### src/nfc_pkg.sv
// nfc_pkg: shared types and constants for the newline frame collector
// used by nfc_front, nfc_back and newline_frame_collector_unit; no dependencies
package nfc_pkg;

    localparam logic [7:0]  NEWLINE_BYTE  = 8'h0A;
    localparam logic [7:0]  DEL_BYTE      = 8'h7F;
    localparam logic [7:0]  MIN_PRINTABLE = 8'h30;
    localparam logic [7:0]  MAX_PRINTABLE = 8'h7F;
    localparam int          EARLY_LIMIT   = 3;
    localparam logic [15:0] TIMEOUT_RESET = 16'd2500;
    localparam logic        REG_TIMEOUT   = 1'b0;

    typedef enum logic [2:0] {
        KIND_TICK,
        KIND_NEWLINE,
        KIND_DEL,
        KIND_EARLY_BAD,
        KIND_PLAIN
    } kind_t;

    typedef struct packed {
        kind_t      kind;
        logic [7:0] data;
    } op_t;

    typedef struct packed {
        logic valid;
        op_t  op;
    } q_head_t;

    typedef enum logic [1:0] {
        BK_RUN,
        BK_RD,
        BK_WR
    } back_state_t;

endpackage

### src/nfc_ram.sv
// nfc_ram: generic single write port, single read port ram with registered read
// no dependencies
module nfc_ram #(
    parameter int WIDTH = 8,
    parameter int DEPTH = 16
) (
    input  logic                     clk,
    input  logic                     we,
    input  logic [$clog2(DEPTH)-1:0] waddr,
    input  logic [WIDTH-1:0]         wdata,
    input  logic                     re,
    input  logic [$clog2(DEPTH)-1:0] raddr,
    output logic [WIDTH-1:0]         rdata
);

    logic [WIDTH-1:0] mem_reg [DEPTH];
    logic [WIDTH-1:0] rdata_reg;

    always_ff @(posedge clk)
    begin
        if (we)
        begin
            mem_reg[waddr] <= wdata;
        end
        if (re)
        begin
            rdata_reg <= mem_reg[raddr];
        end
    end

    assign rdata = rdata_reg;

endmodule

### src/nfc_front.sv
// nfc_front: accepts input beats, classifies them and holds them in a two-entry queue
// depends on nfc_pkg
module nfc_front (
    input  logic             clk,
    input  logic             rst_n,
    input  logic             in_valid,
    output logic             in_ready,
    input  logic             in_command,
    input  logic [7:0]       in_byte,
    output nfc_pkg::q_head_t head,
    input  logic             pop
);

    nfc_pkg::op_t q_data_reg [2];
    logic         wr_ptr_reg, wr_ptr_next;
    logic         rd_ptr_reg, rd_ptr_next;
    logic [1:0]   count_reg, count_next;
    nfc_pkg::op_t op_in;
    logic         push;
    logic         do_pop;

    // stateless part of the byte tests; fill-dependent tests are left to the back end
    always_comb
    begin
        op_in.data = in_byte;
        if (in_command)
        begin
            op_in.kind = nfc_pkg::KIND_TICK;
        end
        else if (in_byte == nfc_pkg::NEWLINE_BYTE)
        begin
            op_in.kind = nfc_pkg::KIND_NEWLINE;
        end
        else if (in_byte == nfc_pkg::DEL_BYTE)
        begin
            op_in.kind = nfc_pkg::KIND_DEL;
        end
        else if (!(in_byte inside {[nfc_pkg::MIN_PRINTABLE:nfc_pkg::MAX_PRINTABLE]}))
        begin
            op_in.kind = nfc_pkg::KIND_EARLY_BAD;
        end
        else
        begin
            op_in.kind = nfc_pkg::KIND_PLAIN;
        end
    end

    assign in_ready = (count_reg != 2'd2);
    assign push     = in_valid && in_ready;
    assign do_pop   = pop && (count_reg != 2'd0);

    assign head.valid = (count_reg != 2'd0);
    assign head.op    = q_data_reg[rd_ptr_reg];

    always_comb
    begin
        wr_ptr_next = wr_ptr_reg;
        rd_ptr_next = rd_ptr_reg;
        count_next  = count_reg;
        if (push)
        begin
            wr_ptr_next = ~wr_ptr_reg;
        end
        if (do_pop)
        begin
            rd_ptr_next = ~rd_ptr_reg;
        end
        case ({push, do_pop})
            2'b10:   count_next = count_reg + 2'd1;
            2'b01:   count_next = count_reg - 2'd1;
            default: count_next = count_reg;
        endcase
    end

    always_ff @(posedge clk or negedge rst_n)
    begin
        if (!rst_n)
        begin
            wr_ptr_reg <= 1'b0;
            rd_ptr_reg <= 1'b0;
            count_reg  <= 2'd0;
        end
        else
        begin
            wr_ptr_reg <= wr_ptr_next;
            rd_ptr_reg <= rd_ptr_next;
            count_reg  <= count_next;
        end
    end

    always_ff @(posedge clk)
    begin
        if (push)
        begin
            q_data_reg[wr_ptr_reg] <= op_in;
        end
    end

endmodule

### src/nfc_back.sv
// nfc_back: frame store, fill and idle counters, and the frame dump sequencer
// depends on nfc_pkg and nfc_ram
module nfc_back #(
    parameter int FRAME_BYTES = 16
) (
    input  logic             clk,
    input  logic             rst_n,
    input  nfc_pkg::q_head_t head,
    output logic             pop,
    input  logic [15:0]      idle_timeout_ms,
    output logic             out_valid,
    input  logic             out_ready,
    output logic [7:0]       out_byte,
    output logic [5:0]       out_index,
    output logic [6:0]       out_length,
    output logic             out_last
);

    localparam int IDX_W  = $clog2(FRAME_BYTES);
    localparam int FILL_W = $clog2(FRAME_BYTES + 1);
    localparam logic [FILL_W-1:0] FULL_FILL  = FILL_W'(FRAME_BYTES);
    localparam logic [FILL_W-1:0] EARLY_FILL = FILL_W'(nfc_pkg::EARLY_LIMIT);
    localparam logic [IDX_W-1:0]  LAST_IDX   = IDX_W'(FRAME_BYTES - 1);

    nfc_pkg::back_state_t state_reg, state_next;
    logic [FILL_W-1:0] fill_reg, fill_next;
    logic [15:0]       idle_reg, idle_next;
    logic [IDX_W-1:0]  idx_reg, idx_next;
    logic              out_valid_reg, out_valid_next;
    logic              out_last_reg, out_last_next;
    logic [7:0]        out_byte_reg, out_byte_next;
    logic [5:0]        out_index_reg, out_index_next;
    logic [6:0]        out_length_reg, out_length_next;
    logic              ram_we, ram_re;
    logic [7:0]        ram_rdata;
    logic [16:0]       idle_inc;
    logic              store_ok;

    nfc_ram #(
        .WIDTH (8),
        .DEPTH (FRAME_BYTES)
    ) u_store (
        .clk   (clk),
        .we    (ram_we),
        .waddr (fill_reg[IDX_W-1:0]),
        .wdata (head.op.data),
        .re    (ram_re),
        .raddr (idx_reg),
        .rdata (ram_rdata)
    );

    assign idle_inc = {1'b0, idle_reg} + 17'd1;
    assign store_ok = (fill_reg < FULL_FILL) &&
                      !((head.op.kind == nfc_pkg::KIND_EARLY_BAD) && (fill_reg < EARLY_FILL));

    always_comb
    begin
        state_next      = state_reg;
        fill_next       = fill_reg;
        idle_next       = idle_reg;
        idx_next        = idx_reg;
        pop             = 1'b0;
        ram_we          = 1'b0;
        ram_re          = 1'b0;
        out_valid_next  = out_valid_reg && !out_ready;
        out_last_next   = out_last_reg;
        out_byte_next   = out_byte_reg;
        out_index_next  = out_index_reg;
        out_length_next = out_length_reg;

        case (state_reg)
            nfc_pkg::BK_RUN:
            begin
                if (head.valid)
                begin
                    pop = 1'b1;
                    case (head.op.kind)
                        nfc_pkg::KIND_TICK:
                        begin
                            if ((fill_reg != '0) && (idle_inc > {1'b0, idle_timeout_ms}))
                            begin
                                fill_next = '0;
                            end
                            idle_next = idle_inc[16] ? 16'hFFFF : idle_inc[15:0];
                        end
                        nfc_pkg::KIND_NEWLINE:
                        begin
                            idle_next  = '0;
                            idx_next   = '0;
                            state_next = nfc_pkg::BK_RD;
                        end
                        nfc_pkg::KIND_DEL:
                        begin
                            idle_next = '0;
                            fill_next = '0;
                        end
                        default:
                        begin
                            idle_next = '0;
                            if (store_ok)
                            begin
                                ram_we    = 1'b1;
                                fill_next = fill_reg + FILL_W'(1);
                            end
                            else
                            begin
                                fill_next = '0;
                            end
                        end
                    endcase
                end
            end
            nfc_pkg::BK_RD:
            begin
                ram_re     = 1'b1;
                state_next = nfc_pkg::BK_WR;
            end
            nfc_pkg::BK_WR:
            begin
                if (!out_valid_reg || out_ready)
                begin
                    out_valid_next  = 1'b1;
                    out_last_next   = (idx_reg == LAST_IDX);
                    // positions past the fill point read as zero
                    out_byte_next   = ({1'b0, idx_reg} < fill_reg) ? ram_rdata : 8'h00;
                    out_index_next  = 6'(idx_reg);
                    out_length_next = 7'(fill_reg);
                    if (idx_reg == LAST_IDX)
                    begin
                        fill_next  = '0;
                        state_next = nfc_pkg::BK_RUN;
                    end
                    else
                    begin
                        idx_next   = idx_reg + IDX_W'(1);
                        state_next = nfc_pkg::BK_RD;
                    end
                end
            end
            default:
            begin
                state_next = nfc_pkg::BK_RUN;
            end
        endcase
    end

    always_ff @(posedge clk or negedge rst_n)
    begin
        if (!rst_n)
        begin
            state_reg     <= nfc_pkg::BK_RUN;
            fill_reg      <= '0;
            idle_reg      <= '0;
            idx_reg       <= '0;
            out_valid_reg <= 1'b0;
        end
        else
        begin
            state_reg     <= state_next;
            fill_reg      <= fill_next;
            idle_reg      <= idle_next;
            idx_reg       <= idx_next;
            out_valid_reg <= out_valid_next;
        end
    end

    always_ff @(posedge clk)
    begin
        out_last_reg   <= out_last_next;
        out_byte_reg   <= out_byte_next;
        out_index_reg  <= out_index_next;
        out_length_reg <= out_length_next;
    end

    assign out_valid  = out_valid_reg;
    assign out_byte   = out_byte_reg;
    assign out_index  = out_index_reg;
    assign out_length = out_length_reg;
    assign out_last   = out_last_reg;

endmodule

### src/newline_frame_collector_unit.sv
// newline_frame_collector_unit: top level, apb timeout register, front queue and back end
// depends on nfc_pkg, nfc_front, nfc_back (and nfc_ram through nfc_back)
// a byte or tick beat is queued and then retired by the back end, which pops only in BK_RUN;
// a newline starts a dump of FRAME_BYTES beats, each a registered store read (BK_RD), then an
// output register load (BK_WR), held while output stalls; the two-entry queue fills meanwhile
// reset: timeout 2500, fill and idle counts zero; the store is not swept, the fill count masks it
module newline_frame_collector_unit #(
    parameter int FRAME_BYTES = 16
) (
    input  logic        clk,
    input  logic        rst_n,
    input  logic        s_tvalid,
    output logic        s_tready,
    input  logic [7:0]  s_tdata,   // [7:0] received_byte
    input  logic        s_tuser,   // [0] command
    output logic        m_tvalid,
    input  logic        m_tready,
    output logic [23:0] m_tdata,   // [7:0] frame_byte, [13:8] byte_index, [20:14] filled_length
    output logic        m_tlast,   // last_byte
    input  logic        psel,
    input  logic        penable,
    input  logic        pwrite,
    input  logic [2:0]  paddr,
    input  logic [31:0] pwdata,
    output logic [31:0] prdata,
    output logic        pready
);

    logic [15:0]      timeout_reg, timeout_next;
    nfc_pkg::q_head_t head;
    logic             pop;
    logic [7:0]       out_byte;
    logic [5:0]       out_index;
    logic [6:0]       out_length;

    assign pready = 1'b1;

    always_comb
    begin
        timeout_next = timeout_reg;
        if (psel && penable && pwrite && (paddr[2] == nfc_pkg::REG_TIMEOUT))
        begin
            timeout_next = pwdata[15:0];
        end
    end

    always_ff @(posedge clk or negedge rst_n)
    begin
        if (!rst_n)
        begin
            timeout_reg <= nfc_pkg::TIMEOUT_RESET;
        end
        else
        begin
            timeout_reg <= timeout_next;
        end
    end

    assign prdata = (paddr[2] == nfc_pkg::REG_TIMEOUT) ? {16'h0000, timeout_reg} : 32'h0;

    nfc_front u_front (
        .clk        (clk),
        .rst_n      (rst_n),
        .in_valid   (s_tvalid),
        .in_ready   (s_tready),
        .in_command (s_tuser),
        .in_byte    (s_tdata),
        .head       (head),
        .pop        (pop)
    );

    nfc_back #(
        .FRAME_BYTES (FRAME_BYTES)
    ) u_back (
        .clk             (clk),
        .rst_n           (rst_n),
        .head            (head),
        .pop             (pop),
        .idle_timeout_ms (timeout_reg),
        .out_valid       (m_tvalid),
        .out_ready       (m_tready),
        .out_byte        (out_byte),
        .out_index       (out_index),
        .out_length      (out_length),
        .out_last        (m_tlast)
    );

    assign m_tdata = {3'b000, out_length, out_index, out_byte};

    // last beat sits at the final position of the frame
    assert property (@(posedge clk) disable iff (!rst_n)
        (m_tvalid && m_tlast) |-> (m_tdata[13:8] == 6'(FRAME_BYTES - 1)))
        else $error("last mark away from final frame position");

    // bytes past the fill point are zero
    assert property (@(posedge clk) disable iff (!rst_n)
        (m_tvalid && ({1'b0, m_tdata[13:8]} >= m_tdata[20:14])) |-> (m_tdata[7:0] == 8'h00))
        else $error("non-zero byte past fill point");

    // fill length never exceeds the frame size
    assert property (@(posedge clk) disable iff (!rst_n)
        m_tvalid |-> (m_tdata[20:14] <= 7'(FRAME_BYTES)))
        else $error("filled length beyond frame size");

    // a beat that follows a non-final accepted beat carries the next position
    assert property (@(posedge clk) disable iff (!rst_n)
        (m_tvalid && m_tready && !m_tlast) ##1 m_tvalid
        |-> (m_tdata[13:8] == $past(m_tdata[13:8], 1) + 6'd1))
        else $error("frame positions out of order");

endmodule
### config.mk
export PLATFORM = sky130hd
export DESIGN_NAME = newline_frame_collector_unit
export DESIGN_NICKNAME = d
export VERILOG_FILES = /design/src/nfc_pkg.sv /design/src/nfc_ram.sv /design/src/nfc_front.sv /design/src/nfc_back.sv /design/src/newline_frame_collector_unit.sv
export SDC_FILE = /design/constraint.sdc
export NUM_CORES = 1
export LEC_CHECK = 0
export BUFFER_PORTS_ARGS = -buffer_cell sky130_fd_sc_hd__buf_4
export CAP_MARGIN = 10
export CORE_ASPECT_RATIO = 1.5
export CORE_MARGIN = 2
export CORE_UTILIZATION = 35
export DETAILED_ROUTE_END_ITERATION = 8
export GPL_TIMING_DRIVEN = 0
export PLACE_DENSITY = 0.56
export SLEW_MARGIN = 10
export SYNTH_ARGS = -nofsm -noshare
export SYNTH_HDL_FRONTEND = slang
export SYNTH_SLANG_ARGS = --single-unit
### constraint.sdc
create_clock -name clk -period 5.5 [get_ports clk]
set_input_delay 1.65 -clock clk [delete_from_list [all_inputs] [get_ports clk]]
set_output_delay 1.65 -clock clk [all_outputs]
set_load 0.01 [all_outputs]
==> results.py, run 1 <==
metrics = {
    "pwr": {
        "switching_share_pct": 29.9,
        "p_leak_nw": 4.45,
        "p_switching_mw": 1.60,
        "share_comb_of_total_power_pct": 25.8,
        "clock_power_share_pct": 30.7,
        "finalPower_mw": 5.35,
        "internal-power_mw": 3.75,
        "power.density_nw_per_um2": 456,
        "irDropWorstVdd_uv": 244,
        "power_frac_seq_pct": 43.5,
    },
    "synthesis": {
        "synthMostInstantiatedCell": "edfxtp_1",
        "synthArstFlopShare_pct": 21.4,
        "yosysWarnings": 0,
        "synth_largest_area_cell": "edfxtp_1",
        "syn_avg_cell_area_um2": 14.1,
        "synth_edf_count": 176,
        "synth_common_cells": "edfxtp_1 (176), nor2_1 (58), nand2_1 (48)",
        "synth.top_cell.area_share_pct": 53.4,
        "yosys-top-cells-area": "edfxtp_1 (53%), dfrtp_1 (11%), mux4_2 (3.6%)",
        "seq_area_frac_synth_pct": 65.6,
        "ys_ff_latch": 224,
        "synthFlopType": "edfxtp_1",
        "syn_area_um2": 9900,
        "netlist_instances": 702,
        "ys_types": 55,
    },
    "final_layout": {
        "n_antenna_cell": 0,
        "final_nets": 894,
        "fill_cells": 2534,
        "syn_to_final_growth_pct": 18.4,
        "drive_gt1_share_pct": 24.2,
        "largest_reg_flops": 128,
    },
    "floorplanning": {
        "die_y_um": 210,
        "die_w_um": 141,
        "coreArea_um2": 27900,
        "io_pins": 111,
        "start_util_pct": 35.5,
        "rows": 75,
        "die_area_um2": 29700,
    },
    "sta": {
        "skew_ns": 0.00739,
        "fmaxAchievable_ghz": 0.232,
        "setup_tns_ns": 0,
        "setup_viol": 0,
        "fin_crit_ns": 4.31,
        "slew_viol_final": 0,
        "hold_viol": 0,
        "worst_pin_slew_ns": 1.03,
        "slew_headroom_pct": 31.1,
        "finalCritPeriodShare_pct": 78.3,
        "rsz0062_at_grt": "no",
    },
    "clock_network": {
        "cts-htree-levels": 1,
        "clockRootBuffer": "clkbuf_16",
        "numClockSinks": 224,
        "post_cts_resized": 0,
        "cts_setup_buffers": 0,
        "clk_latency_ns": 0.51,
        "clkSlewWorstSetupHoldPaths_ns": 0.06,
        "numCtsBuffers": 22,
        "cts_hold_buffers": 0,
        "tritoncts": "yes",
        "cts_buffer_depth": 3,
    },
    "drt": {
        "post-route-drc-count": 0,
        "routed_wl_mm": 21.6,
        "first_pass_iters": 4,
        "drt_iter0_markers": 286,
        "dr_total_vias": 5752,
        "vias_per_cell": 4.88,
        "wl_per_cell_um": 18.3,
        "ant_nets": 0,
    },
    "critical_path": {
        "max_stage_delay_ns": 0.45,
        "endpoint_kind": "primary output",
        "cp_top_family": "buffers and inverters",
        "cp_common_cell": "clkbuf_1",
        "critPathArrivalTime_ns": 2.66,
        "reg2reg_depth": 13,
        "slowest_stage": "clkbuf_1",
        "crit_buf_inv": 3,
        "cp.required_ns": 3.85,
        "crit_chain": "clkbuf_1 > clkbuf_1 > nor2_1 > buf_4",
        "critPathMaxFanout": 10,
        "cp-start-kind": "input port",
        "cp_num_cells": 4,
        "critical_path_class": "in -> out",
    },
    "run": {
        "drv_cap": 0,
    },
    "hold_path": {
        "hold_depth": 0,
        "worstHoldPathType": "reg -> reg",
    },
    "global_routing": {
        "grt_max_degree": 49,
        "antenna_found_initial": 0,
        "overflow": 0,
        "grt_pass1_vias": 5978,
        "grt_pass1_wl_mm": 33.7,
        "grt_usage_pct": 14.8,
    },
    "placement": {
        "gp_congestion": 0.793,
        "port_buffers": 67,
        "dp_hpwl_mm": 15.8,
    },
    "run_status": {
        "outcome": "finished clean",
    },
}
==> cells by family after synthesis <==
group,Yosys count,synth area share (%)
other,2,0.0759
DFF,224,65.6
and+or+nand+nor,172,8.47
xor gates and xnor gates,19,1.68
adders and majority gates,26,3.29
AOI/OAI and AO/OA,101,6.47
muxes,78,10.3
buffers and inverters,80,4.12
==> layout by cell type, fill, tap and decap left out, types with 13 or more instances in the layout <==
master	n
dfrtp_1	43
mux4_2	16
clkbuf_1	20
inv_1	26
buf_2	13
o21ai_0	36
conb_1	24
mux2i_1	30
a21oi_1	23
clkbuf_16	23
edfxtp_1	176
buf_4	92
nor2b_1	15
xnor2_1	13
mux2_2	30
nor2_1	57
nand2_1	48
ha_1	26
==> worst paths after layout <==
check	slack, ns	startpoint	to
worst min register to register	0.47	u_back.fill_reg[3]	u_back.out_length[3]
worst max register to register	1.85	u_back.idle_reg[0]	u_back.fill_reg[3]
worst max-delay path	1.19	paddr[2]	prdata[11]
max in group asynchronous	3.90	rst_n	u_front.count_reg[1]
min in group asynchronous	1.17	rst_n	timeout_reg[3]
worst min-delay path	0.47	u_back.fill_reg[3]	u_back.out_length[3]
==> power by group through the flow <==
| stage | Clock [mW] | Sequential (mW) | Combinational, mW |
|---|---|---|---|
| 4_1_cts | 1.68 | 2.33 | 1.41 |
| 3_5_place_dp | 0 | 2.36 | 1.40 |
| 6_report | 1.64 | 2.33 | 1.38 |
| 2_1_floorplan | 0 | 2.34 | 0.914 |
| 3_3_place_gp | 0 | 2.36 | 1.38 |
| 5_1_grt | 1.74 | 2.35 | 1.53 |
==> per-layer routing <==
metal  track usage (%)  vias to the layer above  share of wire (%)
met5                 0                        -                  0
met1              15.7                     2797                 37
met2              28.0                      124                 54
met3              2.14                       52                3.5
li1                  -                     2779                  -
met4              7.62                        0                5.0
==> final cells by class <==
cell class	count	area (um2)	area share (%)
clock inverter	14	196	1.68
timing repair buffer	69	513	4.38
clock buffer	26	587	5.01
tap	346	433	3.69
sequential	224	6490	55.4
inverter	27	101	0.864
multi-input combinational	420	3090	26.4
buffer	53	307	2.61
==> stage by stage <==
| stage | cell area, um2 | worst slack, ns | hold WS (ns) | util [%] | instances |
|---|---|---|---|---|---|
| after floorplan | 9980 | 1.58 | 0.420 | - | 724 |
| after global placement | 10900 | 1.20 | 0.461 | 39.2 | 1137 |
| after detailed placement | 10900 | 1.19 | 0.464 | 39.2 | 1139 |
| after CTS | 11700 | 1.18 | 0.479 | 42.0 | 1179 |
| after global routing | 11700 | 1.06 | 0.491 | 42.1 | 1179 |
| final | 11700 | 1.19 | 0.470 | 42.1 | 1179 |
Note: power is estimated with default switching activity, not from simulation.
==> run 2: changes to the inputs <==
Settings changed: PLACE_DENSITY 0.56 to 0.58.
Clock period 5.5 ns to 3.75 ns, I/O delays scaled along.
==> run 2 against run 1 <==
Design area fell by 0.12%. First-iteration DRC count rose by 21%. Sequential share of layout area rose by 0.065 points. Critical path depth rose by 10. Global-route usage fell by 0.15 points. Largest cell class unchanged. Clock skew rose by 0.012 ns. Via count rose by 0.49%. Highest routed layer unchanged. Sequential power rose by 46%. Non-clock buffer count fell by 1.
==> results.py, run 2 (synthesis gave the netlist of run 1 again) <==
metrics = {
    "sta": {
        "setup_viol": 0,
        "worst_pin_slew_ns": 0.961,
        "fmaxAchievable_ghz": 0.292,
        "skew_ns": 0.0192,
        "setup_tns_ns": 0,
        "slew_headroom_pct": 35.7,
        "rsz0062_at_grt": "no",
        "finalCritPeriodShare_pct": 91.3,
        "hold_viol": 0,
        "slew_viol_final": 0,
        "worst_slack_ns": 0.326,
        "fin_crit_ns": 3.42,
    },
    "global_routing": {
        "grt_pass1_vias": 5864,
        "antenna_found_initial": 0,
        "grt_max_degree": 49,
        "overflow": 0,
        "grt_pass1_wl_mm": 33.1,
        "grt_usage_pct": 14.6,
    },
    "pwr": {
        "irDropWorstVdd_uv": 351,
        "p_leak_nw": 4.46,
        "power.density_nw_per_um2": 665,
        "finalPower_mw": 7.79,
    },
    "final_layout": {
        "n_antenna_cell": 0,
        "final_cells": 1177,
        "layout_common_cells": "edfxtp_1 (176), buf_4 (93), nor2_1 (56), nand2_1 (48), dfrtp_1 (43)",
        "drive_gt1_share_pct": 24.7,
        "syn_to_final_growth_pct": 18.3,
        "largest_reg_flops": 128,
        "final_nets": 893,
        "final_core_util_pct": 42.0,
        "layout_commonest_cell": "edfxtp_1",
    },
    "critical_path": {
        "endpoint": "u_back.fill_reg[3]",
        "critical_path_class": "reg -> reg",
        "cp-start-kind": "flop",
        "reg2reg_depth": 14,
        "critPathMaxFanout": 7,
        "reg2reg_to": "u_back.fill_reg[3]",
        "critPathArrivalTime_ns": 3.84,
        "startpoint": "u_back.idle_reg[0]",
        "endpoint_kind": "flop",
        "reg2reg_slack_ns": 0.33,
        "crit-reg2reg-launch": "u_back.idle_reg[0]",
        "cp.required_ns": 4.17,
    },
    "clock_network": {
        "clkSlewWorstSetupHoldPaths_ns": 0.06,
        "cts-htree-levels": 1,
        "cts_buffer_depth": 3,
        "cts_hold_buffers": 0,
        "numClockSinks": 224,
        "tritoncts": "yes",
        "clockRootBuffer": "clkbuf_16",
        "clk_latency_ns": 0.52,
        "numCtsBuffers": 22,
    },
    "placement": {
        "placedCellCount": 1137,
        "port_buffers": 67,
        "dp_hpwl_mm": 15.5,
        "gp_congestion": 0.810,
        "place_ws_ns": 0.131,
    },
    "drt": {
        "vias_per_cell": 4.91,
        "post-route-drc-count": 0,
        "wl_per_cell_um": 18.3,
        "routed_wl_mm": 21.6,
        "dr_total_vias": 5780,
        "ant_nets": 0,
        "drt_iter0_markers": 347,
        "first_pass_iters": 4,
    },
    "floorplanning": {
        "die_area_um2": 29700,
        "die_y_um": 210,
        "coreArea_um2": 27900,
        "start_util_pct": 35.5,
        "rows": 75,
        "die_w_um": 141,
        "io_pins": 111,
    },
    "run_status": {
        "outcome": "finished clean",
    },
    "run": {
        "drv_cap": 0,
    },
    "hold_path": {
        "worstHoldPathType": "reg -> reg",
    },
}
[run 2: layer usage]
| layer | GRT usage (%) | up-vias | part of all wire [%] |
|---|---|---|---|
| met3 | 1.95 | 38 | 3.7 |
| met4 | 7.48 | 0 | 4.4 |
| li1 | - | 2768 | - |
| met5 | 0 | - | 0 |
| met2 | 27.4 | 133 | 54 |
| met1 | 15.9 | 2841 | 38 |
[run 2: power by group]
| group | switching, mW | internal, mW |
|---|---|---|
| Combinational | 1.27 | 0.774 |
| Sequential | 0.141 | 3.27 |
| Clock | 0.933 | 1.39 |
[run 2: cell type report]
| cell class | count | area [um2] |
|---|---|---|
| clock inverters | 12 | 158 |
| repair buffers | 68 | 510 |
| multi-input cells | 420 | 3120 |
| inverters | 27 | 101 |
| clock buffers | 27 | 591 |
| well taps | 346 | 433 |
| plain buffers | 53 | 307 |
| fillers | 2553 | 16200 |
| flip-flops and latches | 224 | 6490 |
[run 2: worst min-delay path by stage]
stage / start / end / slack [ns] / depth (start not counted)
2_1_floorplan: u_back.fill_reg[2] / u_back.out_length[2] / 0.42 / 0
3_3_place_gp: u_back.fill_reg[2] / u_back.out_length[2] / 0.46 / 0
3_5_place_dp: u_back.fill_reg[2] / u_back.out_length[2] / 0.46 / 0
4_1_cts: u_back.fill_reg[2] / u_back.out_length[2] / 0.48 / 0
5_1_grt: u_back.fill_reg[2] / u_back.out_length[2] / 0.48 / 0
6_report: u_back.fill_reg[2] / u_back.out_length[2] / 0.47 / 0
[run 2: critical path, cell delays in order (launching register included)]
cell	delay (ns)
dfrtp_1	0.48
ha_1	0.28
nand4_2	0.24
nor2_2	0.22
nand3_1	0.11
xnor2_1	0.18
ha_1	0.32
nand4_1	0.13
or4_4	0.58
o2111ai_2	0.20
nor2_2	0.07
a211oi_4	0.19
buf_4	0.18
o21ai_1	0.09
o41ai_2	0.06
[run 2: stage by stage]
stage / cell area [um2] / hold slack (ns)
global placement: 10900 / 0.456
floorplan: 9980 / 0.420
detailed placement: 10900 / 0.462
CTS: 11700 / 0.477
global route: 11700 / 0.479
finish: 11700 / 0.469
[run 2: timing repair]
item,in CTS,in global routing
gates resized for setup,0,3
setup buffers,0,1
endpoints found under the setup margin,0,5
==> run 3: changes to the inputs <==
Settings changed: CORE_MARGIN 2 to default.
==> run 3 against run 2 <==
Critical path depth down 1. Fmax down 3.2%. Highest routed layer unchanged. Utilization down 0.46 points. Critical path type unchanged. Largest cell class unchanged.
==> results.py, run 3 (synthesis gave the netlist of run 1 again) <==
metrics = {
    "pwr": {
        "p_leak_nw": 4.39,
        "share_comb_of_total_power_pct": 27.1,
        "irDropWorstVdd_uv": 331,
        "switching_share_pct": 30.7,
        "internal-power_mw": 5.15,
        "power_frac_seq_pct": 45.9,
        "p_switching_mw": 2.28,
        "finalPower_mw": 7.43,
        "power.density_nw_per_um2": 642,
        "clock_power_share_pct": 27.0,
    },
    "placement": {
        "port_buffers": 67,
        "placedCellCount": 1137,
        "place_ws_ns": 0.117,
        "gp_congestion": 0.832,
        "dp_hpwl_mm": 15.2,
        "placed_area_um2": 10900,
    },
    "drt": {
        "ant_nets": 0,
        "wl_per_cell_um": 17.8,
        "first_pass_iters": 4,
        "drt_iter0_markers": 356,
        "vias_per_cell": 4.84,
        "dr_total_vias": 5697,
        "post-route-drc-count": 0,
        "routed_wl_mm": 20.9,
    },
    "final_layout": {
        "n_antenna_cell": 0,
        "final_core_util_pct": 41.6,
        "layout_commonest_cell": "edfxtp_1",
        "fin_area_um2": 11600,
        "syn_to_final_growth_pct": 17.0,
        "final_nets": 892,
        "largest_reg_flops": 128,
        "final_cells": 1176,
        "layout_common_cells": "edfxtp_1 (176), buf_4 (92), nor2_1 (57), nand2_1 (48), dfrtp_1 (43)",
        "drive_gt1_share_pct": 23.7,
    },
    "clock_network": {
        "cts-htree-levels": 1,
        "cts_buffer_depth": 3,
        "numCtsBuffers": 22,
        "clockRootBuffer": "clkbuf_16",
        "clk_latency_ns": 0.51,
        "numClockSinks": 224,
        "cts_setup_buffers": 0,
        "tritoncts": "yes",
        "clkSlewWorstSetupHoldPaths_ns": 0.06,
    },
    "run_status": {
        "outcome": "finished clean",
    },
    "run": {
        "drv_cap": 0,
    },
    "critical_path": {
        "cp-start-kind": "flop",
        "reg2reg_to": "u_back.fill_reg[3]",
        "critPathMaxFanout": 7,
        "crit-reg2reg-launch": "u_back.idle_reg[0]",
        "reg2reg_slack_ns": 0.21,
        "cp.required_ns": 4.16,
        "critPathArrivalTime_ns": 3.95,
        "critical_path_class": "reg -> reg",
        "reg2reg_depth": 13,
        "endpoint_kind": "flop",
    },
    "floorplanning": {
        "die_area_um2": 29000,
        "io_pins": 111,
        "start_util_pct": 35.5,
        "rows": 75,
        "die_w_um": 139,
        "coreArea_um2": 27900,
        "die_y_um": 208,
    },
    "hold_path": {
        "worst_hold_startpoint": "u_back.fill_reg[3]",
        "hold_depth": 0,
        "worstHoldPathType": "reg -> reg",
        "holdPathEnd": "u_back.out_length[3]",
    },
    "global_routing": {
        "met3_usage_pct": 2.09,
        "met2_usage_pct": 28.5,
        "grt-busiest-layer": "met2",
        "grt_max_degree": 49,
        "grt_use_met1_pct": 15.6,
        "antenna_found_initial": 0,
        "grt_pass1_vias": 5772,
        "grt_usage_pct": 14.7,
        "overflow": 0,
        "grt_pass1_wl_mm": 32.3,
    },
    "sta": {
        "hold_viol": 0,
        "setup_tns_ns": 0,
        "holdWs_ns": 0.462,
        "rsz0062_at_grt": "no",
        "slew_viol_final": 0,
        "worst_pin_slew_ns": 1.19,
        "slew_headroom_pct": 20.2,
        "fin_crit_ns": 3.54,
        "worst_slack_ns": 0.212,
        "setup_viol": 0,
        "skew_ns": 0.0158,
        "finalCritPeriodShare_pct": 94.4,
        "fmaxAchievable_ghz": 0.283,
    },
}
run 3: cell count changes in the layout (fill, tap and decap cells not counted):
cell	previous run	this run
buf_4	93	92
bufinv_16	4	0
clkinv_1	2	7
clkinvlp_2	1	0
nor2_1	56	57
nor2_2	3	2
nor3_1	5	6
nor3_4	1	0
run 3: metal layers:
layer	part of all wire [%]	wire, um	vias up
li1	-	-	2781
met1	37	7810	2758
met2	56	11700	124
met3	3.7	772	34
met4	2.9	613	0
met5	0	0	-
run 3: how the worst max path moves through the flow:
stage | startpoint | end | slack (ns) | depth (start not counted)
2_1_floorplan | u_back.idle_reg[0] | u_back.fill_reg[3] | 0.61 | 13
3_3_place_gp | u_back.idle_reg[0] | u_back.fill_reg[3] | 0.16 | 13
3_5_place_dp | u_back.idle_reg[0] | u_back.fill_reg[3] | 0.12 | 13
4_1_cts | u_back.idle_reg[0] | u_back.fill_reg[3] | 0.07 | 13
5_1_grt | u_back.idle_reg[0] | u_back.fill_reg[3] | 0.01 | 13
6_report | u_back.idle_reg[0] | u_back.fill_reg[3] | 0.21 | 13
run 3: power by group through the flow:
stage	Sequential (mW)	Clock (mW)	Combinational, mW
after detailed placement	3.47	0	2.03
after global routing	3.45	2.15	2.20
final	3.41	2.00	2.01
after floorplan	3.44	0	1.34
after CTS	3.42	2.06	2.04
after global placement	3.46	0	2.00
run 3: area by class of cell:
type	count	area, um2
Timing Repair Buffer	67	503
Sequential cell	224	6490
Fill cell	2536	16300
Clock buffer	27	591
Buffer	53	307
Clock inverter	12	51.3
Multi-Input combinational cell	420	3100
Inverter	27	101
Tap cell	346	433
run 3: what timing repair did:
| item | in CTS | in global routing |
|---|---|---|
| gates resized for setup | 0 | 1 |
| hold buffers | 0 | 0 |
| setup endpoints to repair | 0 | 5 |
run 3: critical path, cell delays in order, from the launching register on:
cell	delay (ns)
dfrtp_1	0.47
ha_1	0.28
nand4_2	0.20
nor2_1	0.25
nand3_1	0.13
xnor2_1	0.19
ha_1	0.32
nand4_1	0.12
or4_4	0.57
o2111ai_2	0.21
nor2_2	0.07
a211oi_4	0.41
o21ai_1	0.15
o41ai_2	0.06
